--- src/rtl/tfch_pkg.sv ---
// ----------------------------------------------------------------------------
// Tilt-frame compass package
// Shared widths, command and status codes, item types and the CORDIC angle
// table of the tilt-compensated compass heading block.
// ----------------------------------------------------------------------------
package tfch_pkg;

  localparam int unsigned CalSamplesMax  = 1024;
  localparam int unsigned CordicStepsCfg = 16;
  localparam int unsigned AngTableLen    = 24;
  localparam int unsigned CordicSteps    =
    (CordicStepsCfg > AngTableLen) ? AngTableLen : CordicStepsCfg;

  localparam int unsigned InW    = 16;
  localparam int unsigned CntW   = $clog2(CalSamplesMax + 1);
  localparam int unsigned SumW   = InW + CntW;
  localparam int unsigned CompW  = 31;
  localparam int unsigned AxW    = 16;
  localparam int unsigned QFracW = 14;
  localparam int unsigned MulW   = 32;
  localparam int unsigned ProdW  = 64;
  localparam int unsigned SqW    = 62;
  localparam int unsigned LenW   = 31;
  localparam int unsigned DivNW  = 45;
  localparam int unsigned DivDW  = LenW;
  localparam int unsigned DivQW  = 17;
  localparam int unsigned DivCntW = $clog2(DivNW);
  localparam int unsigned ProjW  = 33;
  localparam int unsigned CordW  = 36;
  localparam int unsigned AngW   = 33;
  localparam int unsigned AngFracW = 16;
  localparam int unsigned IdxW   = $clog2(AngTableLen);
  localparam int unsigned HeadW  = 15;
  localparam int unsigned RateW  = 17;

  localparam int unsigned HalfTurn = 11520;
  localparam logic signed [AngW-1:0] HalfAng = AngW'(64'(HalfTurn) << AngFracW);

  localparam logic [2:0] CmdAccel   = 3'd0;
  localparam logic [2:0] CmdMag     = 3'd1;
  localparam logic [2:0] CmdGyro    = 3'd2;
  localparam logic [2:0] CmdFinish  = 3'd3;
  localparam logic [2:0] CmdMeasure = 3'd4;

  localparam logic [1:0] StatOk    = 2'd0;
  localparam logic [1:0] StatUncal = 2'd1;
  localparam logic [1:0] StatDegen = 2'd2;

  typedef enum logic [2:0] {
    OP_ACCEL,
    OP_MAG,
    OP_GYRO,
    OP_FINISH,
    OP_MEASURE
  } op_e;

  typedef struct packed {
    op_e                   op;
    logic signed [InW-1:0] x;
    logic signed [InW-1:0] y;
    logic signed [InW-1:0] z;
    logic signed [InW-1:0] rate_z;
  } item_t;

  typedef struct packed {
    logic  valid;
    item_t item;
  } fq_t;

  typedef struct packed {
    logic             start;
    logic [DivNW-1:0] num;
    logic [DivDW-1:0] den;
  } div_req_t;

  typedef struct packed {
    logic             done;
    logic [DivQW-1:0] quo;
  } div_rsp_t;

  // atan(2^-i) in 1/64 degree with 16 fraction bits.
  function automatic logic signed [AngW-1:0] ang_of(input logic [IdxW-1:0] i);
    logic signed [AngW-1:0] a;
    unique case (i)
      5'd0:  a = 33'sd188743680;
      5'd1:  a = 33'sd111421900;
      5'd2:  a = 33'sd58872272;
      5'd3:  a = 33'sd29884485;
      5'd4:  a = 33'sd15000234;
      5'd5:  a = 33'sd7507429;
      5'd6:  a = 33'sd3754631;
      5'd7:  a = 33'sd1877430;
      5'd8:  a = 33'sd938729;
      5'd9:  a = 33'sd469366;
      5'd10: a = 33'sd234683;
      5'd11: a = 33'sd117342;
      5'd12: a = 33'sd58671;
      5'd13: a = 33'sd29335;
      5'd14: a = 33'sd14668;
      5'd15: a = 33'sd7334;
      5'd16: a = 33'sd3667;
      5'd17: a = 33'sd1833;
      5'd18: a = 33'sd917;
      5'd19: a = 33'sd458;
      5'd20: a = 33'sd229;
      5'd21: a = 33'sd115;
      5'd22: a = 33'sd57;
      5'd23: a = 33'sd29;
      default: a = '0;
    endcase
    return a;
  endfunction

endpackage

--- src/rtl/tfch_front.sv ---
// ----------------------------------------------------------------------------
// Tilt-frame compass front end
// Accepts command items, decodes them and holds them in a two-entry queue.
// ----------------------------------------------------------------------------
module tfch_front import tfch_pkg::*; (
  input  logic                  clk_i,
  input  logic                  rst_ni,
  input  logic                  start_i,
  output logic                  busy_o,
  input  logic [2:0]            cmd_i,
  input  logic signed [InW-1:0] x_i,
  input  logic signed [InW-1:0] y_i,
  input  logic signed [InW-1:0] z_i,
  input  logic signed [InW-1:0] rate_z_i,
  output fq_t                   fq_o,
  input  logic                  pop_i
);

  item_t      mem_q [2];
  item_t      item;
  logic       keep;
  logic       push;
  logic       wr_q, rd_q;
  logic [1:0] cnt_q;

  always_comb begin
    keep    = 1'b1;
    item.op = OP_ACCEL;
    unique case (cmd_i)
      CmdAccel:   item.op = OP_ACCEL;
      CmdMag:     item.op = OP_MAG;
      CmdGyro:    item.op = OP_GYRO;
      CmdFinish:  item.op = OP_FINISH;
      CmdMeasure: item.op = OP_MEASURE;
      default:    keep = 1'b0;
    endcase
    item.x      = x_i;
    item.y      = y_i;
    item.z      = z_i;
    item.rate_z = rate_z_i;
  end

  assign busy_o = (cnt_q == 2'd2);
  assign push   = start_i && !busy_o && keep;

  always_ff @(posedge clk_i or negedge rst_ni) begin
    if (!rst_ni) begin
      wr_q  <= 1'b0;
      rd_q  <= 1'b0;
      cnt_q <= '0;
    end else begin
      if (push) begin
        wr_q <= !wr_q;
      end
      if (pop_i) begin
        rd_q <= !rd_q;
      end
      cnt_q <= cnt_q + {1'b0, push} - {1'b0, pop_i};
    end
  end

  always_ff @(posedge clk_i) begin
    if (push) begin
      mem_q[wr_q] <= item;
    end
  end

  assign fq_o.valid = (cnt_q != 2'd0);
  assign fq_o.item  = mem_q[rd_q];

endmodule

--- config.mk ---
export PLATFORM = sky130hd
export DESIGN_NAME = tfch_front
export DESIGN_NICKNAME = d
export VERILOG_FILES = /design/src/rtl/tfch_pkg.sv /design/src/rtl/tfch_front.sv
export SDC_FILE = /design/constraint.sdc
export NUM_CORES = 1
export LEC_CHECK = 0
export BUFFER_PORTS_ARGS = -buffer_cell sky130_fd_sc_hd__buf_2
export CAP_MARGIN = 20
export CORE_ASPECT_RATIO = 0.75
export CORE_MARGIN = 2
export CORE_UTILIZATION = 35
export DETAILED_ROUTE_END_ITERATION = 8
export SETUP_SLACK_MARGIN = 0.15
export SLEW_MARGIN = 10
export SYNTH_ARGS = -nofsm -noshare
export SYNTH_HDL_FRONTEND = slang
export SYNTH_SLANG_ARGS = --single-unit
--- constraint.sdc ---
create_clock -name clk_i -period 9.75 [get_ports clk_i]
set_input_delay 2.925 -clock clk_i [delete_from_list [all_inputs] [get_ports clk_i]]
set_output_delay 2.925 -clock clk_i [all_outputs]
set_load 0.1 [all_outputs]
=== Yosys cells after proc, flatten, opt, wreduce, memory -nomap -nowiden ===
Memory sizes are Yosys's and may differ from the RTL's.
Cells that the tools add are included.

* $lt $le $gt $ge: 0
* Reduce and logical (&&, ||, !) cells: 8
* Multipliers: 0
* Bitwise logic cells: 0
* Equal/unequal tests: 5
* Muxes and demuxes: 4
* Divide/modulo/power cells: 0
* $add $sub $neg: 2
* Shifts and indexed selects: 0

{| class="wikitable"
|+ Operator list
! cell !! number
|-
| 3-bit case mux with 4 select lines || 1
|-
| 3-bit by 2-bit equality test with 1-bit output, second input constant || 2
|-
| 5-bit OR reduction || 1
|-
| 3-bit by 1-bit equality test with 1-bit output, second input constant || 1
|-
| 3-bit equality test, second input constant || 1
|-
| 1-bit zero test || 3
|-
| 3-bit zero test || 1
|-
| 1-bit two-way mux || 3
|-
| 2-bit by 1-bit adder with 2-bit output || 1
|-
| 2-bit equality test, second input constant || 1
|-
| 1-bit logical AND || 2
|-
| 2-bit nonzero test || 1
|-
| 2-bit by 1-bit subtractor with 2-bit output || 1
|}

* Memories: 1
* Bits in registers: 4
* Output and inout port bits: 69
* Bits in writable memories: 134
* ROM bits: 0
* Latch bits: 0

{| class="wikitable"
|+ Memory list
! name !! words !! bits a word !! read ports !! clocked after memory_dff !! write ports !! RTL line !! source
|-
| mem_q || 2 || 67 || 1 || 0 || 1 || tfch_front.sv:19 || <nowiki>item_t mem_q [2];</nowiki>
|}

=== Longest topological paths before layout ===
Gate-level depths: netlist (run 1).

* Depth after elaboration: 6
* Gate-level depth with buffers: 5
* Mapped depth without buffers: 5

=== Least setup slack after synthesis (run 1) ===
OpenSTA, ideal clock, no wires.

* Path kind: input to register
* From: input port cmd_i[1]
* To: memory mem_q[0][0] (netlist name), enable pin
* Setup time: 0.493 ns
* Arrival: 6.051 ns
* Setup slack: 3.207 ns
* Cell stages on the path: 3
* Buffers on the path: 0
* Cells stage by stage: o21ai_0 > nand3b_1 > nor2_1

* Word-level cells in the longest chain between the ends: 6

{| class="wikitable"
|+ RTL lines
! item !! RTL line !! source
|-
| from (decl) || tfch_front.sv:10 || <nowiki>input logic [2:0] cmd_i,</nowiki>
|-
| 3-bit equality test, or another cell as far along || tfch_front.sv:29 || <nowiki>unique case (cmd_i)</nowiki>
|-
| 5-bit OR reduction (no source line) (*) || n/a ||
|-
| 1-bit two-way mux (*) || tfch_front.sv:29 ||
|-
| 1-bit logical AND (*) || tfch_front.sv:44 || <nowiki>assign push = start_i && !busy_o && keep;</nowiki>
|-
| 1-bit two-way mux (*) || tfch_front.sv:63 || <nowiki>if (push) begin</nowiki>
|-
| 1-bit two-way mux (implied by the code) (*) || tfch_front.sv:64 || <nowiki>mem_q[wr_q] <= item;</nowiki>
|-
| to (decl) || tfch_front.sv:19 ||
|}

Mark *: on every way between the ends. The rest lies on a longest branch, timed or not.

==> metrics.log, run 1 <==
INFO  metric design_area = 6730 um^2
INFO  metric status = completed
INFO  metric tritoncts_num_sinks = between 100 and 150
INFO  metric cts_repair_resize_count = 0
INFO  metric diodes = 0
INFO  metric postSynthRegisterBits = roughly 140
INFO  metric final_period_minus_worst_setup_slack = ~5300 ps
INFO  metric finalMaxSlewViolations = 0
INFO  metric place_congestion = between 0.7 and 0.8
INFO  metric die-area = about 16,000 um^2
INFO  metric totalNegativeSetupSlack = 0 ps
INFO  metric synth.cell_area = 5150 um^2
INFO  metric endpoint_kind = primary output
INFO  metric required = 6830 ps
INFO  metric hold_viol_final = 0
INFO  metric chipHeight = around 110 um
INFO  metric remaining_drc_errors = 0
INFO  metric clockBufferDepth = 2
INFO  metric relSlewSlack = 0.296
INFO  metric synth.lib_cells_used.distinct = 17
INFO  metric synth_top_family_by_area = multiplexers
INFO  metric tightestPinTransition = 1060 ps
INFO  metric postSynthNetCount = around 300
INFO  metric tritoncts_clock_tree = done
INFO  metric grt_pass1_wl = between 10,000 and 15,000 um
INFO  metric crit_chain = mux2_2 > buf_2
INFO  metric crit_path_top_delay_cell = sky130_fd_sc_hd__dfrtp_4
INFO  metric critical-path-max-stage-delay = 1120 ps
INFO  metric grtUsageMet2 = 0.176
INFO  metric hold_path_startpoint = wr_q
INFO  metric cell_class_contributing_the_biggest_share_of_worst_path_delay = flip-flops
INFO  metric grt_max_degree = approximately 70
INFO  metric synthDominantAreaCellType = sky130_fd_sc_hd__edfxtp_1
INFO  metric number_of_cells_in_the_finished_layout_apart_from_fillers = 598
INFO  metric drt_iter0_drc = about 130
INFO  metric place.detailed.instances = approximately 570
INFO  metric cts_buffers = 17
INFO  metric max_cap_violations = 0
INFO  metric area_share_of_fa_ha_maj_cells_after_synthesis = 0.00486
INFO  metric root_buffer = sky130_fd_sc_hd__clkbuf_16
INFO  metric ctsHtreeMaxLevel = 4
INFO  metric finalCoreUtilization = 0.467
INFO  metric rows = 38
INFO  metric worstSetupStartpoint = rd_q
INFO  metric wirelength = around 9300 um
INFO  metric netlist_instances = between 200 and 250
INFO  metric timing.hold.worst.class = register to register
INFO  metric placed_cell_area = 6060 um^2
INFO  metric grt_use_total = 0.119
INFO  metric post_synth_main_area_contributors = sky130_fd_sc_hd__edfxtp_1, sky130_fd_sc_hd__mux2_2, sky130_fd_sc_hd__mux2_4
INFO  metric global_route.usage.met3 = 0.0580
INFO  metric layout.filler_cells = between 1,000 and 1,500
INFO  metric routedWlPerCell = around 16 um
INFO  metric critical_path_class = register to primary output
INFO  metric gr-usage-met1 = 0.154
INFO  metric synthXorXnorAreaFrac = 0.00680
INFO  metric cts_hold_buf = 0
INFO  metric first_global_vias = 2,636
INFO  metric synth_compound_area_frac = 0.000971
INFO  metric avgSynthCellArea = around 22 um^2
INFO  metric critPathArrivalTime = around 2400 ps
INFO  metric per_cell_via_count_in_the_routed_design = around 4.3
INFO  metric worstSetupStartpointType = register
INFO  metric synth.yosys.seq_area_share = 0.800
INFO  metric total_setup_buffers_inserted_after_cts = 0
INFO  metric fmax = 189 MHz
INFO  metric yosys_warns = 0
INFO  metric post_route_cells_drive_above_1_share = 0.613
INFO  metric reg_to_reg_start = cnt_q[1]
INFO  metric grt_remaining_overflow = 0
INFO  metric core_region_area = roughly 14,000 um^2
INFO  metric dieWidth = between 100 and 150 um
INFO  metric io_pins = 140
INFO  metric layout_nets = about 460
INFO  metric critical_path.max_fanout = 68
INFO  metric crit_path_buffers_inverters = 1
INFO  metric timing.final.crit_share = 0.541
INFO  metric clock_insertion_delay_worst_skew = 400 ps
INFO  metric antenna_found_initial = 3
INFO  metric synthesized_area_fraction_occupied_by_and_or_nand_nor_cells = 0.00923
INFO  metric synth_mux_area_frac = 0.161
INFO  metric finalSetupViolations = 0
INFO  metric place.port_buffers = about 140
INFO  metric detailedRoute.firstPassIterationCount = 4
INFO  metric start_util = 0.358
INFO  metric fin_worst_skew = between 8 and 9 ps
INFO  metric antenna_violating_nets_post_route = 0
INFO  metric top_usage_layer_grt = met2
INFO  metric place.detailed.hpwl = between 6000 and 7000 um
INFO  metric vias = 2,597
INFO  metric yosysTopAreaCellShare = 0.781
INFO  metric clk_pin_slew = about 60 ps
INFO  metric flow.area_growth_from_synthesis = 30.6%
INFO  metric rsz0062_at_grt = no
[cell families (layout without fill, tap and decap cells)]
group | after synthesis | count (layout)
and+or+nand+nor | 8 | 8
muxes | 67 | 67
xor gates and xnor gates | 4 | 4
buffers and inverters | 12 | 178
DFF | 138 | 138
adders and majority gates | 2 | 2
AOI/OAI and AO/OA | 1 | 1
[final cells by class]
type | instances | area (um^2) | area share
Clock inverter | 15 | 223 | 0.0331
Timing Repair Buffer | 142 | 731 | 0.109
Clock buffer | 17 | 425 | 0.0632
Sequential cell | 138 | 4130 | 0.613
Multi-Input combinational cell | 82 | 957 | 0.142
Tap cell | 200 | 250 | 0.0372
Inverter | 4 | 15.0 | 0.00223
[cells in the mapped netlist (all sizes together)]
master and instances:
nor2b 3, ha 2, dfrtp 4, nand3b 1, xnor2 3, or2 1, inv 4, o21ai 1
nor2 2, nor3b 1, xor2 1, edfxtp 134, buf 8, mux2 67
[metrics by stage]
step                hold slack [ps]  setup slack [ps]
detailed placement              542              4380
floorplan                       468              3210
CTS                             555              4440
global route                    585              4370
global placement                540              4440
finish                          551              4470
[per-layer routing]
metal	up-vias	part of all wire	wire length (um)
met4	4	0.011	102
met1	1259	0.46	4240
met5	-	0.0038	35
li1	1217	-	-
met3	15	0.090	838
met2	102	0.44	4100
[worst paths after layout]
path / slack (ps) / endpoint / cells past startpoint
worst max-delay path: 4470 / fq_o[8] / 2
worst min-delay path: 550 / wr_q / 1
worst max register to register: 7090 / mem_q[1][6] / 4
worst min register to register: 550 / wr_q / 1
max in group asynchronous: 7300 / rd_q / 1
min in group asynchronous: 2320 / rd_q / 1
[placed cells by master (no fill, tap or decap)]
cell,Yosys,layout
sky130_fd_sc_hd__buf_2,4,139
sky130_fd_sc_hd__edfxtp_1,134,134
sky130_fd_sc_hd__mux2_2,47,47
sky130_fd_sc_hd__mux2_4,20,20
sky130_fd_sc_hd__clkbuf_16,0,17
sky130_fd_sc_hd__bufinv_16,0,5
sky130_fd_sc_hd__inv_1,4,4
sky130_fd_sc_hd__nor2b_1,3,3
sky130_fd_sc_hd__xnor2_1,3,3
sky130_fd_sc_hd__clkinv_4,0,3
sky130_fd_sc_hd__dfrtp_1,4,3
sky130_fd_sc_hd__nor2_4,0,2
sky130_fd_sc_hd__ha_1,2,2
sky130_fd_sc_hd__clkinvlp_4,0,2
sky130_fd_sc_hd__clkinv_2,0,2
sky130_fd_sc_hd__inv_6,0,2
sky130_fd_sc_hd__buf_4,0,2
sky130_fd_sc_hd__nor3b_1,1,1
sky130_fd_sc_hd__o21ai_0,1,1
sky130_fd_sc_hd__nand3b_1,1,1
sky130_fd_sc_hd__or2_2,1,1
sky130_fd_sc_hd__xor2_1,1,1
sky130_fd_sc_hd__clkinv_1,0,1
sky130_fd_sc_hd__buf_12,0,1
sky130_fd_sc_hd__dfrtp_4,0,1
[sequential cells by signal, summed over array words and instances (netlist names)]
name / count
cnt_q: 2
mem_q: 134
rd_q: 1
wr_q: 1
[worst register-to-register path: stages (launching register included)]
cell and delay, ps:
sky130_fd_sc_hd__dfrtp_1 400, sky130_fd_sc_hd__nor2b_1 150, sky130_fd_sc_hd__nand3b_1 320, sky130_fd_sc_hd__nor2_4 860, sky130_fd_sc_hd__buf_4 570
Power of run 1 is left out: the tool's default activity adds up to more than one toggle a clock period on the data nets, which glitch-free logic cannot reach.
==> run 2: changes to the inputs <==
Clock period 9.75 ns to 4.8 ns, I/O delays scaled along.
==> run 2 against run 1 <==
  * Critical path depth is the same
  * Die area is the same
  * Cell count grew 0.17%
  * Worst hold slack gained 10 ps
  * Clock skew shrank 1.9 ps
  * Highest routed layer unchanged
  * Worst setup slack lost 3400 ps
  * Register-to-register slack lost 4100 ps
  * Global-route usage shrank 0.21 points
  * Flip-flop and latch count is the same
  * Final area shrank 1.6%
==> metrics.log, run 2 (synthesis gave the netlist of run 1 again) <==
INFO  metric grt_use_total = 0.117 (-0.00212)
INFO  metric final_common_cell = sky130_fd_sc_hd__buf_2
INFO  metric grt_pass1_wl = 13,300 um (-3.1%)
INFO  metric wirelength = 9050 um (-2.9%)
INFO  metric cts_hold_buf = 0 (unchanged)
INFO  metric drt_iter0_drc = 105 (-20%)
INFO  metric fin_worst_skew = 6.16 ps (-1.94 ps)
INFO  metric relSlewSlack = 0.318 (+0.0226)
INFO  metric tritoncts_num_sinks = 138 (unchanged)
INFO  metric crit_path_buffers_inverters = 1 (unchanged)
INFO  metric grt_remaining_overflow = 0 (unchanged)
INFO  metric critical_path_class = register to primary output
INFO  metric timing.final.crit_share = 0.784
INFO  metric tightestPinTransition = 1020 ps (-33.9 ps)
INFO  metric dieWidth = 144 um (unchanged)
INFO  metric highest_layer = met5
INFO  metric critPathArrivalTime = 2320 ps (-30 ps)
INFO  metric rsz0062_at_grt = no
INFO  metric routedWlPerCell = 15.1 um (-3.1%)
INFO  metric layout_nets = 459 (+0.22%)
INFO  metric tritoncts_clock_tree = done
INFO  metric place.detailed.hpwl = 5890 um (-2.8%)
INFO  metric largest_registers = mem_q: 134 flops, cnt_q: 2 flops
INFO  metric met1Wirelength = 4070 um (-4.2%)
INFO  metric clock_insertion_delay_worst_skew = 410 ps (about the same)
INFO  metric critical_path.max_fanout = 68 (unchanged)
INFO  metric per_cell_via_count_in_the_routed_design = 4.36 (+0.37%)
INFO  metric grt_max_degree = 69 (unchanged)
INFO  metric final_period_minus_worst_setup_slack = roughly 3800 ps
INFO  metric cell_class_contributing_the_biggest_share_of_worst_path_delay = flip-flops
INFO  metric place.port_buffers = 139 (unchanged)
INFO  metric status = completed
INFO  metric finalCoreUtilization = 0.460 (-0.00738)
INFO  metric fmax = between 200 and 300 MHz
INFO  metric die-area = 15,700 um^2 (unchanged)
INFO  metric hold_viol_final = 0 (unchanged)
INFO  metric max_cap_violations = 0 (unchanged)
INFO  metric first_global_vias = 2,682 (+1.7%)
INFO  metric layout_common_cells = sky130_fd_sc_hd__buf_2, sky130_fd_sc_hd__edfxtp_1, sky130_fd_sc_hd__mux2_2, sky130_fd_sc_hd__mux2_4, sky130_fd_sc_hd__clkbuf_16
INFO  metric cts_buffers = 17 (unchanged)
INFO  metric chipHeight = 109 um (unchanged)
INFO  metric largest_register_ff_count = 134 (unchanged)
INFO  metric start_util = 0.358 (unchanged)
INFO  metric total_setup_buffers_inserted_after_cts = 0 (unchanged)
INFO  metric cts_repair_resize_count = 0 (unchanged)
INFO  metric flow.area_growth_from_synthesis = 28.5%
INFO  metric root_buffer = sky130_fd_sc_hd__clkbuf_16
INFO  metric core_region_area = 14,400 um^2 (unchanged)
INFO  metric rows = 38 (unchanged)
INFO  metric diodes = 0 (unchanged)
INFO  metric final.hold.worst_slack = 561 ps (+10.2 ps)
INFO  metric remaining_drc_errors = 0 (unchanged)
INFO  metric clockBufferDepth = 2 (unchanged)
INFO  metric endpoint_kind = primary output
INFO  metric max_flop_register = mem_q
INFO  metric critical-path-max-stage-delay = 1100 ps (-20 ps)
INFO  metric finalMaxSlewViolations = 0 (unchanged)
INFO  metric rr_worst_depth = 4 (unchanged)
INFO  metric io_pins = 140 (unchanged)
INFO  metric timing.hold.worst.class = register to register
INFO  metric wl_met2 = 4110 um (+0.15%)
INFO  metric antenna_violating_nets_post_route = 0 (unchanged)
INFO  metric required = 3360 ps (-3470 ps)
INFO  metric crit_chain = mux2_2 > buf_2
INFO  metric cp_num_cells = 2 (unchanged)
INFO  metric crit_path_top_delay_cell = sky130_fd_sc_hd__dfrtp_4
INFO  metric hold_crit_depth = 1 (unchanged)
INFO  metric antenna_found_initial = 1 (-2)
INFO  metric finalSetupViolations = 0 (unchanged)
INFO  metric vias = 2,611 (+0.54%)
INFO  metric place_congestion = 0.697 (-1.5%)
INFO  metric post_route_cells_drive_above_1_share = 0.594 (-0.0191)
INFO  metric ctsHtreeMaxLevel = 4 (unchanged)
INFO  metric clk_pin_slew = 50 ps (about the same)
INFO  metric detailedRoute.firstPassIterationCount = 4 (unchanged)
INFO  metric worstSetupStartpointType = register
INFO  metric met3RoutedLength = 723 um (-14%)
-- run 2: through the flow --
step | std cells | area, um^2 | setup slack, ps | setup TNS, ps
after global routing | 599 | 6620 | 904 | 0
after detailed placement | 567 | 6080 | 1420 | 0
after floorplan | 232 | 5150 | -258 | -34630
after global placement | 567 | 6080 | 1450 | 0
final | 599 | 6620 | 1040 | 0
after CTS | 599 | 6620 | 973 | 0
-- run 2: layout make-up --
cell class | instances | area (um^2)
well taps | 200 | 250
inverters | 4 | 15.0
clock inverters | 9 | 98.8
multi-input cells | 82 | 957
fillers | 1272 | 7780
clock buffers | 23 | 448
repair buffers | 143 | 726
flip-flops and latches | 138 | 4130
-- run 2: routing by layer --
metal | up-vias | track usage
met5 | - | 0
met4 | 2 | 0.0588
met3 | 17 | 0.0505
met2 | 100 | 0.176
met1 | 1270 | 0.145
li1 | 1222 | -
-- run 2: worst paths after layout --
kind / slack (ps) / startpoint / end
setup / recovery: 1040 / rd_q / fq_o[8]
setup reg to reg: 2980 / cnt_q[1] / mem_q[1][8]
max in group asynchronous: 3840 / rst_ni / rd_q
hold reg to reg: 560 / wr_q / wr_q
hold / removal: 560 / wr_q / wr_q
min in group asynchronous: 830 / rst_ni / rd_q
Power of run 2 is left out for the same reason.
