==> src/rtl/tfch_pkg.sv <==
// ----------------------------------------------------------------------------
// Tilt-frame compass package
// Shared widths, command and status codes, item types and the CORDIC angle
// table of the tilt-compensated compass heading block.
// ----------------------------------------------------------------------------
package tfch_pkg;

  localparam int unsigned CalSamplesMax  = 1024;
  localparam int unsigned CordicStepsCfg = 16;
  localparam int unsigned AngTableLen    = 24;
  localparam int unsigned CordicSteps    =
    (CordicStepsCfg > AngTableLen) ? AngTableLen : CordicStepsCfg;

  localparam int unsigned InW    = 16;
  localparam int unsigned CntW   = $clog2(CalSamplesMax + 1);
  localparam int unsigned SumW   = InW + CntW;
  localparam int unsigned CompW  = 31;
  localparam int unsigned AxW    = 16;
  localparam int unsigned QFracW = 14;
  localparam int unsigned MulW   = 32;
  localparam int unsigned ProdW  = 64;
  localparam int unsigned SqW    = 62;
  localparam int unsigned LenW   = 31;
  localparam int unsigned DivNW  = 45;
  localparam int unsigned DivDW  = LenW;
  localparam int unsigned DivQW  = 17;
  localparam int unsigned DivCntW = $clog2(DivNW);
  localparam int unsigned ProjW  = 33;
  localparam int unsigned CordW  = 36;
  localparam int unsigned AngW   = 33;
  localparam int unsigned AngFracW = 16;
  localparam int unsigned IdxW   = $clog2(AngTableLen);
  localparam int unsigned HeadW  = 15;
  localparam int unsigned RateW  = 17;

  localparam int unsigned HalfTurn = 11520;
  localparam logic signed [AngW-1:0] HalfAng = AngW'(64'(HalfTurn) << AngFracW);

  localparam logic [2:0] CmdAccel   = 3'd0;
  localparam logic [2:0] CmdMag     = 3'd1;
  localparam logic [2:0] CmdGyro    = 3'd2;
  localparam logic [2:0] CmdFinish  = 3'd3;
  localparam logic [2:0] CmdMeasure = 3'd4;

  localparam logic [1:0] StatOk    = 2'd0;
  localparam logic [1:0] StatUncal = 2'd1;
  localparam logic [1:0] StatDegen = 2'd2;

  typedef enum logic [2:0] {
    OP_ACCEL,
    OP_MAG,
    OP_GYRO,
    OP_FINISH,
    OP_MEASURE
  } op_e;

  typedef struct packed {
    op_e                   op;
    logic signed [InW-1:0] x;
    logic signed [InW-1:0] y;
    logic signed [InW-1:0] z;
    logic signed [InW-1:0] rate_z;
  } item_t;

  typedef struct packed {
    logic  valid;
    item_t item;
  } fq_t;

  typedef struct packed {
    logic             start;
    logic [DivNW-1:0] num;
    logic [DivDW-1:0] den;
  } div_req_t;

  typedef struct packed {
    logic             done;
    logic [DivQW-1:0] quo;
  } div_rsp_t;

  // atan(2^-i) in 1/64 degree with 16 fraction bits.
  function automatic logic signed [AngW-1:0] ang_of(input logic [IdxW-1:0] i);
    logic signed [AngW-1:0] a;
    unique case (i)
      5'd0:  a = 33'sd188743680;
      5'd1:  a = 33'sd111421900;
      5'd2:  a = 33'sd58872272;
      5'd3:  a = 33'sd29884485;
      5'd4:  a = 33'sd15000234;
      5'd5:  a = 33'sd7507429;
      5'd6:  a = 33'sd3754631;
      5'd7:  a = 33'sd1877430;
      5'd8:  a = 33'sd938729;
      5'd9:  a = 33'sd469366;
      5'd10: a = 33'sd234683;
      5'd11: a = 33'sd117342;
      5'd12: a = 33'sd58671;
      5'd13: a = 33'sd29335;
      5'd14: a = 33'sd14668;
      5'd15: a = 33'sd7334;
      5'd16: a = 33'sd3667;
      5'd17: a = 33'sd1833;
      5'd18: a = 33'sd917;
      5'd19: a = 33'sd458;
      5'd20: a = 33'sd229;
      5'd21: a = 33'sd115;
      5'd22: a = 33'sd57;
      5'd23: a = 33'sd29;
      default: a = '0;
    endcase
    return a;
  endfunction

endpackage

==> src/rtl/tfch_div.sv <==
// ----------------------------------------------------------------------------
// Tilt-frame compass divider
// Restoring unsigned divider, one quotient bit per cycle.
// ----------------------------------------------------------------------------
module tfch_div import tfch_pkg::*; (
  input  logic     clk_i,
  input  logic     rst_ni,
  input  div_req_t req_i,
  output div_rsp_t rsp_o
);

  logic               busy_q, busy_d;
  logic               done_q, done_d;
  logic [DivCntW-1:0] cnt_q, cnt_d;
  logic [DivNW-1:0]   num_q, num_d;
  logic [DivDW-1:0]   den_q, den_d;
  logic [DivDW-1:0]   rem_q, rem_d;
  logic [DivQW-1:0]   quo_q, quo_d;
  logic [DivDW:0]     trial;
  logic [DivDW:0]     diff;
  logic               ge;

  assign trial = {rem_q, num_q[DivNW-1]};
  assign diff  = trial - {1'b0, den_q};
  assign ge    = trial >= {1'b0, den_q};

  always_comb begin
    busy_d = busy_q;
    done_d = 1'b0;
    cnt_d  = cnt_q;
    num_d  = num_q;
    den_d  = den_q;
    rem_d  = rem_q;
    quo_d  = quo_q;
    if (req_i.start) begin
      busy_d = 1'b1;
      cnt_d  = DivCntW'(DivNW - 1);
      num_d  = req_i.num;
      den_d  = req_i.den;
      rem_d  = '0;
      quo_d  = '0;
    end else if (busy_q) begin
      rem_d = ge ? diff[DivDW-1:0] : trial[DivDW-1:0];
      quo_d = {quo_q[DivQW-2:0], ge};
      num_d = {num_q[DivNW-2:0], 1'b0};
      cnt_d = cnt_q - 1'b1;
      if (cnt_q == '0) begin
        busy_d = 1'b0;
        done_d = 1'b1;
      end
    end
  end

  always_ff @(posedge clk_i or negedge rst_ni) begin
    if (!rst_ni) begin
      busy_q <= 1'b0;
      done_q <= 1'b0;
      cnt_q  <= '0;
    end else begin
      busy_q <= busy_d;
      done_q <= done_d;
      cnt_q  <= cnt_d;
    end
  end

  always_ff @(posedge clk_i) begin
    num_q <= num_d;
    den_q <= den_d;
    rem_q <= rem_d;
    quo_q <= quo_d;
  end

  assign rsp_o.done = done_q;
  assign rsp_o.quo  = quo_q;

endmodule

==> config.mk <==
export PLATFORM = sky130hd
export DESIGN_NAME = tfch_div
export DESIGN_NICKNAME = d
export VERILOG_FILES = /design/src/rtl/tfch_pkg.sv /design/src/rtl/tfch_div.sv
export SDC_FILE = /design/constraint.sdc
export NUM_CORES = 1
export LEC_CHECK = 0
export ABC_AREA = 1
export BUFFER_PORTS_ARGS = -buffer_cell sky130_fd_sc_hd__buf_2
export CORE_UTILIZATION = 52
export CTS_BUF_LIST = sky130_fd_sc_hd__clkbuf_4
export DETAILED_ROUTE_END_ITERATION = 12
export GPL_TIMING_DRIVEN = 0
export PLACE_DENSITY = 0.85
export SETUP_SLACK_MARGIN = 0.2
export SLEW_MARGIN = 20
export SYNTH_ARGS = -nofsm -noshare
export SYNTH_HDL_FRONTEND = slang
export SYNTH_SLANG_ARGS = --single-unit
export TNS_END_PERCENT = 10
==> constraint.sdc <==
create_clock -name clk_i -period 2.95 [get_ports clk_i]
set_input_delay 0.885 -clock clk_i [delete_from_list [all_inputs] [get_ports clk_i]]
set_output_delay 0.885 -clock clk_i [all_outputs]
set_load 0.1 [all_outputs]
# Yosys cells after proc, flatten, opt, wreduce, memory -nomap -nowiden
# Index checks and enable logic that the tools add are counted.
[totals]
register_bits = 132
word_cells = 23
[classes]
add_sub_neg = 2
n_lt_le_gt_ge = 1
n_mux = 11
n_reduce_logical = 2
[op_table]
columns = ["operator", "n"]
rows = [
  ["2-to-1 mux 45 bit", 2],
  ["greater-or-equal comparator 32 x 31 -> 1 bit", 1],
  ["2-to-1 mux 31 bit", 1],
  ["subtractor 31 bit", 1],
  ["2-to-1 mux 6 bit", 2],
  ["zero test 6 bit", 1],
  ["2-to-1 mux 1 bit", 6],
  ["subtractor 6 x 1 -> 6 bit (second input constant)", 1],
  ["nonzero test 2 bit", 1],
]

# Logic depth before layout (Yosys ltp)
# Gate-level depths: netlist (run 1).
[logic_depth]
ltp_word = 4
mapped_depth = 17

# Least setup slack after synthesis (run 1)
# Ideal clock, no wire load.
[synth_path]
kind = "input -> register"
start = "in req_i[76] (netlist name)"
end = "reg num_q[0], enable pin"
t_arrival_ps = 2783
t_required_ps = 2523
setup_slack_ps = -260
stages = 4
path_buffers = 2
path_cell_list = "clkbuf_1 nor2_1 clkinv_1 clkbuf_1"
[synth_between]
elab_chain_len = 1
[synth_rtl]
columns = ["element", "line", "text"]
rows = [
  ["start, declared", "tfch_div.sv:8", "input div_req_t req_i,"],
  ["nonzero test 2 bit (no line)", "-", ""],
  ["end signal, assigned", "tfch_div.sv:67", "num_q <= num_d;"],
  ["end, declared", "tfch_div.sv:15", "logic [DivNW-1:0] num_q, num_d;"],
]
# No other way between the ends.
# A chain may end at the register's enable or synchronous reset.

# Worst setup path in the final report (run 1)
[layout_path]
start = "in req_i[76] (netlist name)"
end = "reg num_q[4], enable pin"
# Same word-level chain as after synthesis.

==> run_results.csv, run 1 <==
group,metric,value,unit
pwr,p_switching,1.07,mW
timing,timing.fmax,394,MHz
synth,async_reset_ff_share,6.06,%
routing,wire_per_inst,13.0,um
layout,num_antenna_cells,0,
routing,ant_nets,0,
synth,syn_area,0.00758,mm2
timing,drv_slew,0,
synth,ys_seq_area_share,45.5,%
cts,htree_levels,4,
synth,ys_seq_elements,132,
pwr,netSwitchingFraction,26.7,%
global_routing,grt-ovfl-total,0,
synth,yosys.area.top_type_share,30.1,%
layout,postLayoutCellArea,0.00863,mm2
synth,synth.distinct_cells,37,
setup_path,slowest_delay,430,ps
timing,worst_slack,413,ps
placed_design,gp_congestion,0.937,
cts,hold_buffers,0,
synth,synthAdderAreaFrac,5.71,%
routing,dr.first_iter.drc_count,462,
synth,synth_compound_area_share,3.65,%
pwr,p_int,2.94,mW
timing,fin_crit,2540,ps
pwr,seq_power_share,52.4,%
run,maxCapViolations,0,
global_routing,grt_use_total,25.1,%
synth,syn-mean-instance-area,7.30,um2
placed_design,dpl_cell_area,0.00829,mm2
synth,yosysWarnings,0,
die,io_pins,97,
synth,yosysMostFrequentCell,"nand2_1",
status,status,"complete, no violations",
synth,synth_nets,1151,
timing,hold_viol_final,0,
pwr,leakagePower,4.65,nW
timing,slew_headroom,55.8,%
layout,drive_gt1_share,13.8,%
hold_path,hp-class,"input pin to async pin",
setup_path,path_cells,"clkbuf_4, clkbuf_1, nor2_1, clkinv_1, buf_4",
cts,clk_latency,560,ps
global_routing,grt_pass1_vias,6180,
routing,dr.pass1.iters,5,
setup_path,worst_setup_path_start_kind,"input pin",
pwr,peakVddDrop,0.435,mV
synth,netlist_top_cells_area,"edfxtp_1, nand2_1, dfxtp_1, inv_1, ha_1",
cts,cts_buffers,17,
setup_path,path_class,"input pin to register",
global_routing,antenna_found_initial,0,
timing,worst_pin_slew,663,ps
die,num_rows,43,
timing,whs,133,ps
synth,synth_common_cells,"nand2_1, inv_1, nand3_1, edfxtp_1, dfxtp_1",
timing,rsz0062_at_grt,"false",
synth,yosys.area_share.simple,33.4,%
placed_design,portBuffers,96,
synth,synth_top_family_by_area,"simple AND/OR/NAND/NOR gates",
synth,synth_xor_area_share,1.50,%
placed_design,dpl.hpwl,13100,um
pwr,pwr-share-clk,36.0,%
layout,syn2layout_area_growth,13.9,%
global_routing,grt_pass1_wl,28900,um
die,start_util,54.0,%
pwr,total_power,4.01,mW
pwr,p_comb_share,11.6,%
die,fp.dieH,123,um
cts,root_buffer,"clkbuf_4",
setup_path,crit_fanout,54,
timing,period_share,86.0,%
synth,synth.mux.area_fraction,0,%
synth,synth_edf_count,76,
setup_path,cpMaxStageDelayCell,"nor2_1",
timing,setup_viol,0,
die,die_x,123,um
setup_path,cp_data_arrival_time,2780,ps
routing,vias,6659,
routing,viasPerCell,4.95,
cts,clk_pin_slew,130,ps
cts,clkSinkCount,132,
setup_path,required,3200,ps
setup_path,reg2reg_slack,480,ps
layout,finalNetCount,1266,
synth,yosysTopAreaCell,"edfxtp_1",
cts,clockBufferDepth,2,
placed_design,place_ws,-410,ps
routing,drc,0,
cts,cts_tree,"built",
setup_path,cp-end-kind,"register",
global_routing,grt_max_degree,55,
synth,synth-main-ff-cell,"edfxtp_1",
die,dieArea,0.0151,mm2
synth,synth_cells,1038,
routing,wl,17500,um
die,core,0.0140,mm2
timing,fin_skew,20.8,ps
pwr,power_density,464,mW/mm2
==> critical path, delay by kind of cell <==
| family | cells | cell delay [ps] |
|---|---|---|
| buffers and inverters | 4 | 1410 |
| AND/OR/NAND/NOR | 1 | 430 |
==> registers in the layout, summed over array words and instances, names as in the netlist <==
| name | cells |
|---|---|
| quo_q | 17 |
| rem_q | 31 |
| den_q | 31 |
| done_q | 1 |
| busy_q | 1 |
| cnt_q | 6 |
| num_q | 45 |
==> metal layers <==
metal	share of wire (%)	vias up	global-route usage [%]	wire, um
met5	0	-	0	0
met4	2.8	0	9.91	490
met3	5.7	38	6.09	989
met2	45	182	40.2	7910
met1	46	2972	32.6	8110
li1	-	3467	-	-
==> area by class of cell <==
cell class                      instances  area (um2)
Sequential cell                       132        3440
Timing Repair Buffer                   96         483
Fill cell                            1272        5410
Clock inverter                         13         198
Tap cell                              180         225
Clock buffer                           19         143
Buffer                                 25         131
Inverter                              173         649
Multi-Input combinational cell        708        3360
==> metrics by stage <==
step	TNS [ps]	cells	util [%]
after floorplan	0	1038	-
after global placement	-40170	1314	59.0
after detailed placement	-21920	1314	59.0
after CTS	0	1346	61.4
after global routing	0	1346	61.4
final	0	1346	61.4
==> timing repair <==
item                                    CTS  global route
endpoints found under the setup margin    0            54
resized for setup                         0             2
setup buffers                             0             0
==> kinds of logic after synthesis <==
group,Yosys count
DFF,132
xor gates and xnor gates,13
and+or+nand+nor,611
adders and majority gates,34
AOI/OAI and AO/OA,50
buffers and inverters,198
==> power by group through the flow <==
stage	clock (mW)	combinational [mW]	sequential, mW
3_3_place_gp	0	0.452	2.14
3_5_place_dp	0	0.462	2.14
2_1_floorplan	0	0.311	2.13
5_1_grt	1.54	0.531	2.11
4_1_cts	1.46	0.465	2.10
6_report	1.44	0.467	2.10
==> cell usage in the layout, fill, tap and decap left out, types with 2 or more instances in the layout <==
cell type and n:
nand2_1 453, inv_1 167, buf_2 95, nand3_1 77, edfxtp_1 76, dfxtp_1 48, nor2_1 39, ha_1 33
a21oi_1 22, clkbuf_4 20, o22ai_1 16, clkbuf_1 15, xor2_1 11, o21ai_0 9, dfrtp_1 8, nor3_1 7
nand2_2 6, nand3b_1 5, nor2_2 5, inv_2 4, buf_4 4, bufinv_16 4, inv_6 4, buf_6 3
buf_1 3, nand2_4 3, nor4_1 3, nand4_1 3, clkinvlp_4 3, nand3_2 2, xnor2_1 2, clkinv_1 2
nor2_4 2, nor3_2 2
==> final timing paths <==
kind | from | to | cells past startpoint
setup / recovery | req_i[76] | num_q[4] | 5
hold / removal | rst_ni | cnt_q[2] | 1
setup reg to reg | num_q[44] | rem_q[23] | 16
hold reg to reg | rem_q[19] | rem_q[19] | 2
max in group asynchronous | rst_ni | cnt_q[1] | 1
min in group clk_i | rem_q[19] | rem_q[19] | 2
Power figures use the tool's default switching activity.
==> run 2, diff against run 1 <==
--- a/config.mk
+++ b/config.mk
@@ -7,6 +7,7 @@
 export LEC_CHECK = 0
 export ABC_AREA = 1
 export BUFFER_PORTS_ARGS = -buffer_cell sky130_fd_sc_hd__buf_2
+export CORE_MARGIN = 3
 export CORE_UTILIZATION = 52
 export CTS_BUF_LIST = sky130_fd_sc_hd__clkbuf_4
 export DETAILED_ROUTE_END_ITERATION = 12
==> constraint.sdc (replaced) <==
create_clock -name clk_i -period 3 [get_ports clk_i]
set_input_delay 0.9 -clock clk_i [delete_from_list [all_inputs] [get_ports clk_i]]
set_output_delay 0.9 -clock clk_i [all_outputs]
set_load 0.1 [all_outputs]
==> run 2 against run 1 <==
  * Combinational power fell by 1%
  * Routed wire length rose by 2.2%
  * Cell area fell by 0.71%
  * Highest routed layer unchanged
  * Sequential share of layout area rose by 0.29 points
==> run_results.csv, run 2 (synthesis results as in run 1) <==
group,metric,value,unit
setup_path,r2r_cells,16,
layout,largest_reg_flops,45,
routing,vias,6758,
global_routing,grt_max_degree,55,
layout,finalNetCount,1266,
routing,dr.pass1.iters,5,
placed_design,gp_congestion,0.950,
timing,fin_crit,2630,ps
routing,ant_nets,0,
timing,setup_viol,0,
die,fp.dieH,127,um
layout,mostFrequentLayoutCells,"nand2_1, inv_1, buf_2, nand3_1, edfxtp_1",
routing,viasPerCell,5.02,
setup_path,worst_setup_path_start_kind,"input pin",
hold_path,hp-class,"input pin to async pin",
cts,hold_buffers,0,
timing,fin_skew,27.8,ps
die,dieArea,0.0161,mm2
timing,timing.fmax,381,MHz
status,status,"complete, no violations",
setup_path,required,3200,ps
die,die_x,127,um
layout,fillers,1286,
placed_design,place_ws,-375,ps
cts,clk_latency,570,ps
cts,clk_pin_slew,140,ps
setup_path,cp_data_arrival_time,2830,ps
layout,drive_gt1_share,13.7,%
pwr,leakagePower,4.63,nW
timing,drv_slew,0,
layout,register_area,0.00344,mm2
cts,root_buffer,"clkbuf_4",
placed_design,dp_cells,1314,
run,maxCapViolations,0,
timing,hold_viol_final,0,
timing,worst_slack,373,ps
global_routing,grt_use_total,22.9,%
global_routing,grt-ovfl-total,0,
placed_design,dpl.hpwl,13500,um
layout,syn2layout_area_growth,13.1,%
die,io_pins,97,
layout,num_antenna_cells,0,
timing,period_share,87.6,%
setup_path,path_class,"input pin to register",
layout,final_common_cell,"nand2_1",
global_routing,grt_pass1_wl,29500,um
routing,drc,0,
die,start_util,54.0,%
cts,clkSinkCount,132,
layout,regMostFlops,"num_q",
timing,worst_pin_slew,770,ps
pwr,peakVddDrop,0.417,mV
timing,slew_headroom,48.7,%
routing,wl,17900,um
cts,cts_buffers,17,
die,core,0.0140,mm2
pwr,total_power,3.74,mW
pwr,power_density,437,mW/mm2
setup_path,r2r-start,"num_q[44]",
timing,rsz0062_at_grt,"false",
layout,multiInputGateArea,0.00336,mm2
global_routing,grt_pass1_vias,6374,
layout,final_cells,1345,
cts,cts_tree,"built",
routing,dr.first_iter.drc_count,467,
setup_path,worstReg2RegEnd,"rem_q[23]",
cts,clockBufferDepth,2,
routing,wire_per_inst,13.3,um
die,num_rows,43,
setup_path,cp-end-kind,"register",
cts,htree_levels,4,
setup_path,reg2reg_slack,550,ps
global_routing,antenna_found_initial,0,
timing,finalSetupTns,0,ps
layout,largestRegisters,"num_q x45, den_q x31, rem_q x31",
placed_design,portBuffers,96,
setup_path,crit_fanout,54,
run 2: changes by cell type in the layout (fill, tap and decap cells not counted):
cell,before,now
clkbuf_4,20,17
clkinvlp_4,3,2
clkinv_2,0,3
buf_2,95,96
bufinv_16,4,2
clkinv_4,1,2
run 2: worst max path at each step:
stage / end / startpoint / cells after the start
6_report: num_q[28] / req_i[76] / 5
5_1_grt: num_q[28] / req_i[76] / 5
4_1_cts: quo_q[1] / req_i[76] / 6
3_5_place_dp: num_q[10] / req_i[76] / 5
3_3_place_gp: num_q[10] / req_i[76] / 5
2_1_floorplan: num_q[0] / req_i[76] / 4
run 2: critical path, cell delays in order:
cell and delay, ps:
buf_2 590, clkbuf_1 320, nor2_1 200, clkinv_1 220, buf_4 550
run 2: layout make-up:
class,instances,area share (%)
sequential,132,40.2
multi-input combinational,708,39.2
inverter,173,7.58
timing repair buffer,96,5.61
tap,180,2.63
clock inverter,14,1.80
buffer,25,1.53
clock buffer,17,1.49
run 2: metrics by stage:
step	hold slack, ps	utilization (%)	area (um2)
after floorplan	443	-	7580
after global placement	436	59.0	8280
after detailed placement	466	59.0	8290
after CTS	113	61.0	8570
after global routing	116	61.0	8570
final	134	61.0	8570
run 2: metal layers:
layer	wire [um]	track usage (%)	part of all wire, %
met5	0	0	0
met4	450	8.39	2.5
met3	1350	5.89	7.5
met2	8210	36.8	46
met1	7880	30.1	44
run 2: report_power, final:
group	internal, mW	total, mW	switching (mW)
Sequential	2.03	2.06	0.0378
Combinational	0.165	0.460	0.295
Clock	0.502	1.22	0.718
run 2: timing repair:
item,4_1_cts,5_1_grt
gates resized for setup,0,1
endpoints found under the setup margin,0,54
buffers inserted,0,0
==> run 3, diff against run 2 <==
--- a/config.mk
+++ b/config.mk
@@ -7,12 +7,14 @@
 export LEC_CHECK = 0
 export ABC_AREA = 1
 export BUFFER_PORTS_ARGS = -buffer_cell sky130_fd_sc_hd__buf_2
+export CELL_PAD_IN_SITES_DETAIL_PLACEMENT = 0
+export CELL_PAD_IN_SITES_GLOBAL_PLACEMENT = 1
 export CORE_MARGIN = 3
-export CORE_UTILIZATION = 52
+export CORE_UTILIZATION = 47
 export CTS_BUF_LIST = sky130_fd_sc_hd__clkbuf_4
 export DETAILED_ROUTE_END_ITERATION = 12
 export GPL_TIMING_DRIVEN = 0
-export PLACE_DENSITY = 0.85
+export PLACE_DENSITY = 0.95
 export SETUP_SLACK_MARGIN = 0.2
 export SLEW_MARGIN = 20
 export SYNTH_ARGS = -nofsm -noshare
==> run 3 against run 2 <==
  * Combinational power about the same
  * Power increased by 0.47%
  * Final cell count increased by 2.4%
  * Sequential power about the same
  * Critical path type unchanged
==> run_results.csv, run 3 (synthesis results as in run 1) <==
group,metric,value,unit
global_routing,grt_pass1_wl,30000,um
timing,slew_headroom,57.1,%
pwr,leakagePower,4.64,nW
timing,worst_pin_slew,644,ps
die,core,0.0155,mm2
setup_path,path_class,"input pin to register",
routing,dr.first_iter.drc_count,345,
routing,ant_nets,0,
setup_path,slowest_delay,580,ps
die,fp.dieH,133,um
timing,timing.fmax,398,MHz
cts,clk_latency,560,ps
setup_path,r2r-start,"num_q[44]",
setup_path,cpMaxStageDelayCell,"buf_4",
layout,finalNetCount,1266,
layout,final_cells,1377,
setup_path,cp_num_buf_inv,4,
layout,register_area,0.00344,mm2
placed_design,dpl.hpwl,13900,um
global_routing,grt-ovfl-total,0,
hold_path,hp-class,"input pin to async pin",
setup_path,crit_fanout,54,
setup_path,cp-end-kind,"register",
die,start_util,48.9,%
cts,htree_levels,4,
layout,syn2layout_area_growth,13.7,%
cts,clockBufferDepth,2,
setup_path,worst_setup_path_start_kind,"input pin",
cts,cts_tree,"built",
layout,num_antenna_cells,0,
global_routing,grt_pass1_vias,6284,
routing,wl,18100,um
cts,root_buffer,"clkbuf_4",
global_routing,antenna_found_initial,1,
layout,largest_reg_flops,45,
pwr,power_density,437,mW/mm2
timing,hold_viol_final,0,
setup_path,critPathMostFrequentCell,"buf_4",
cts,cts_setup_buffers,0,
global_routing,grt_use_total,21.1,%
run,maxCapViolations,0,
status,status,"complete, no violations",
global_routing,grt_max_degree,55,
timing,rsz0062_at_grt,"false",
setup_path,cp_data_arrival_time,2690,ps
cts,hold_buffers,0,
timing,setup_viol,0,
layout,drive_gt1_share,13.6,%
routing,viasPerCell,4.74,
timing,fin_crit,2510,ps
cts,cts_buffers,17,
layout,final_common_cell,"nand2_1",
timing,drv_slew,0,
die,num_rows,45,
die,die_x,133,um
cts,clk_pin_slew,130,ps
setup_path,path_cells,"buf_4, clkbuf_1, nor2_1, clkinv_1, buf_4",
cts,clkSinkCount,132,
setup_path,required,3180,ps
layout,largestRegisters,"num_q x45, den_q x31, rem_q x31",
layout,fillers,1513,
routing,drc,0,
routing,vias,6522,
timing,period_share,83.7,%
placed_design,dp_cells,1345,
pwr,peakVddDrop,0.319,mV
die,dieArea,0.0177,mm2
die,io_pins,97,
layout,mostFrequentLayoutCells,"nand2_1, inv_1, buf_2, nand3_1, edfxtp_1",
timing,fin_skew,25.1,ps
routing,wire_per_inst,13.1,um
setup_path,critPathLaunch,"req_i[76]",
layout,multiInputGateArea,0.00336,mm2
timing,finalSetupTns,0,ps
layout,regMostFlops,"num_q",
placed_design,portBuffers,96,
setup_path,crit_family,"buffers and inverters",
placed_design,gp_congestion,0.935,
routing,dr.pass1.iters,5,
-- run 3: timing repair --
action / in CTS / in global routing
gates resized for setup: 1 / 1
pin swaps: 0 / 0
setup endpoints to repair: 48 / 1
-- run 3: area by class of cell --
type / instances / share of cell area [%]
repair buffers: 96 / 5.61
inverters: 173 / 7.54
clock buffers: 18 / 1.57
multi-input cells: 708 / 39.0
clock inverters: 14 / 1.77
plain buffers: 25 / 1.53
flip-flops and latches: 132 / 40.0
well taps: 211 / 3.06
-- run 3: path summary, 6_finish.rpt --
path	depth (start not counted)	endpoint	slack [ps]
max in group asynchronous	1	cnt_q[1]	2650
min in group clk_i	2	rem_q[18]	480
min	1	cnt_q[4]	160
max reg2reg	16	rem_q[21]	550
max	5	num_q[7]	490
min reg2reg	2	rem_q[18]	480
-- run 3: per-stage QoR --
step	area [um2]	hold slack, ps	setup WS, ps	power, mW	utilization [%]
finish	8610	161	490	3.76	55.6
global route	8610	91.8	341	3.97	55.6
CTS	8610	135	320	3.79	55.6
detailed placement	8320	466	-507	2.56	53.8
global placement	8320	460	-781	2.55	53.7
floorplan	7580	443	456	2.40	-
-- run 3: per-layer routing --
| layer | routed length (um) | GRT usage, % | up-vias |
|---|---|---|---|
| met1 | 8610 | 27.5 | 2861 |
| met4 | 319 | 6.00 | 2 |
| met2 | 7950 | 33.7 | 167 |
| li1 | - | - | 3461 |
| met3 | 1180 | 6.81 | 31 |
| met5 | 13 | 0 | - |
-- run 3: power breakdown --
| group | total, mW | internal (mW) | switching [mW] |
|---|---|---|---|
| clock network | 1.24 | 0.516 | 0.724 |
| logic | 0.458 | 0.165 | 0.293 |
| registers | 2.06 | 2.03 | 0.0373 |
| total | 3.76 | 2.71 | 1.05 |
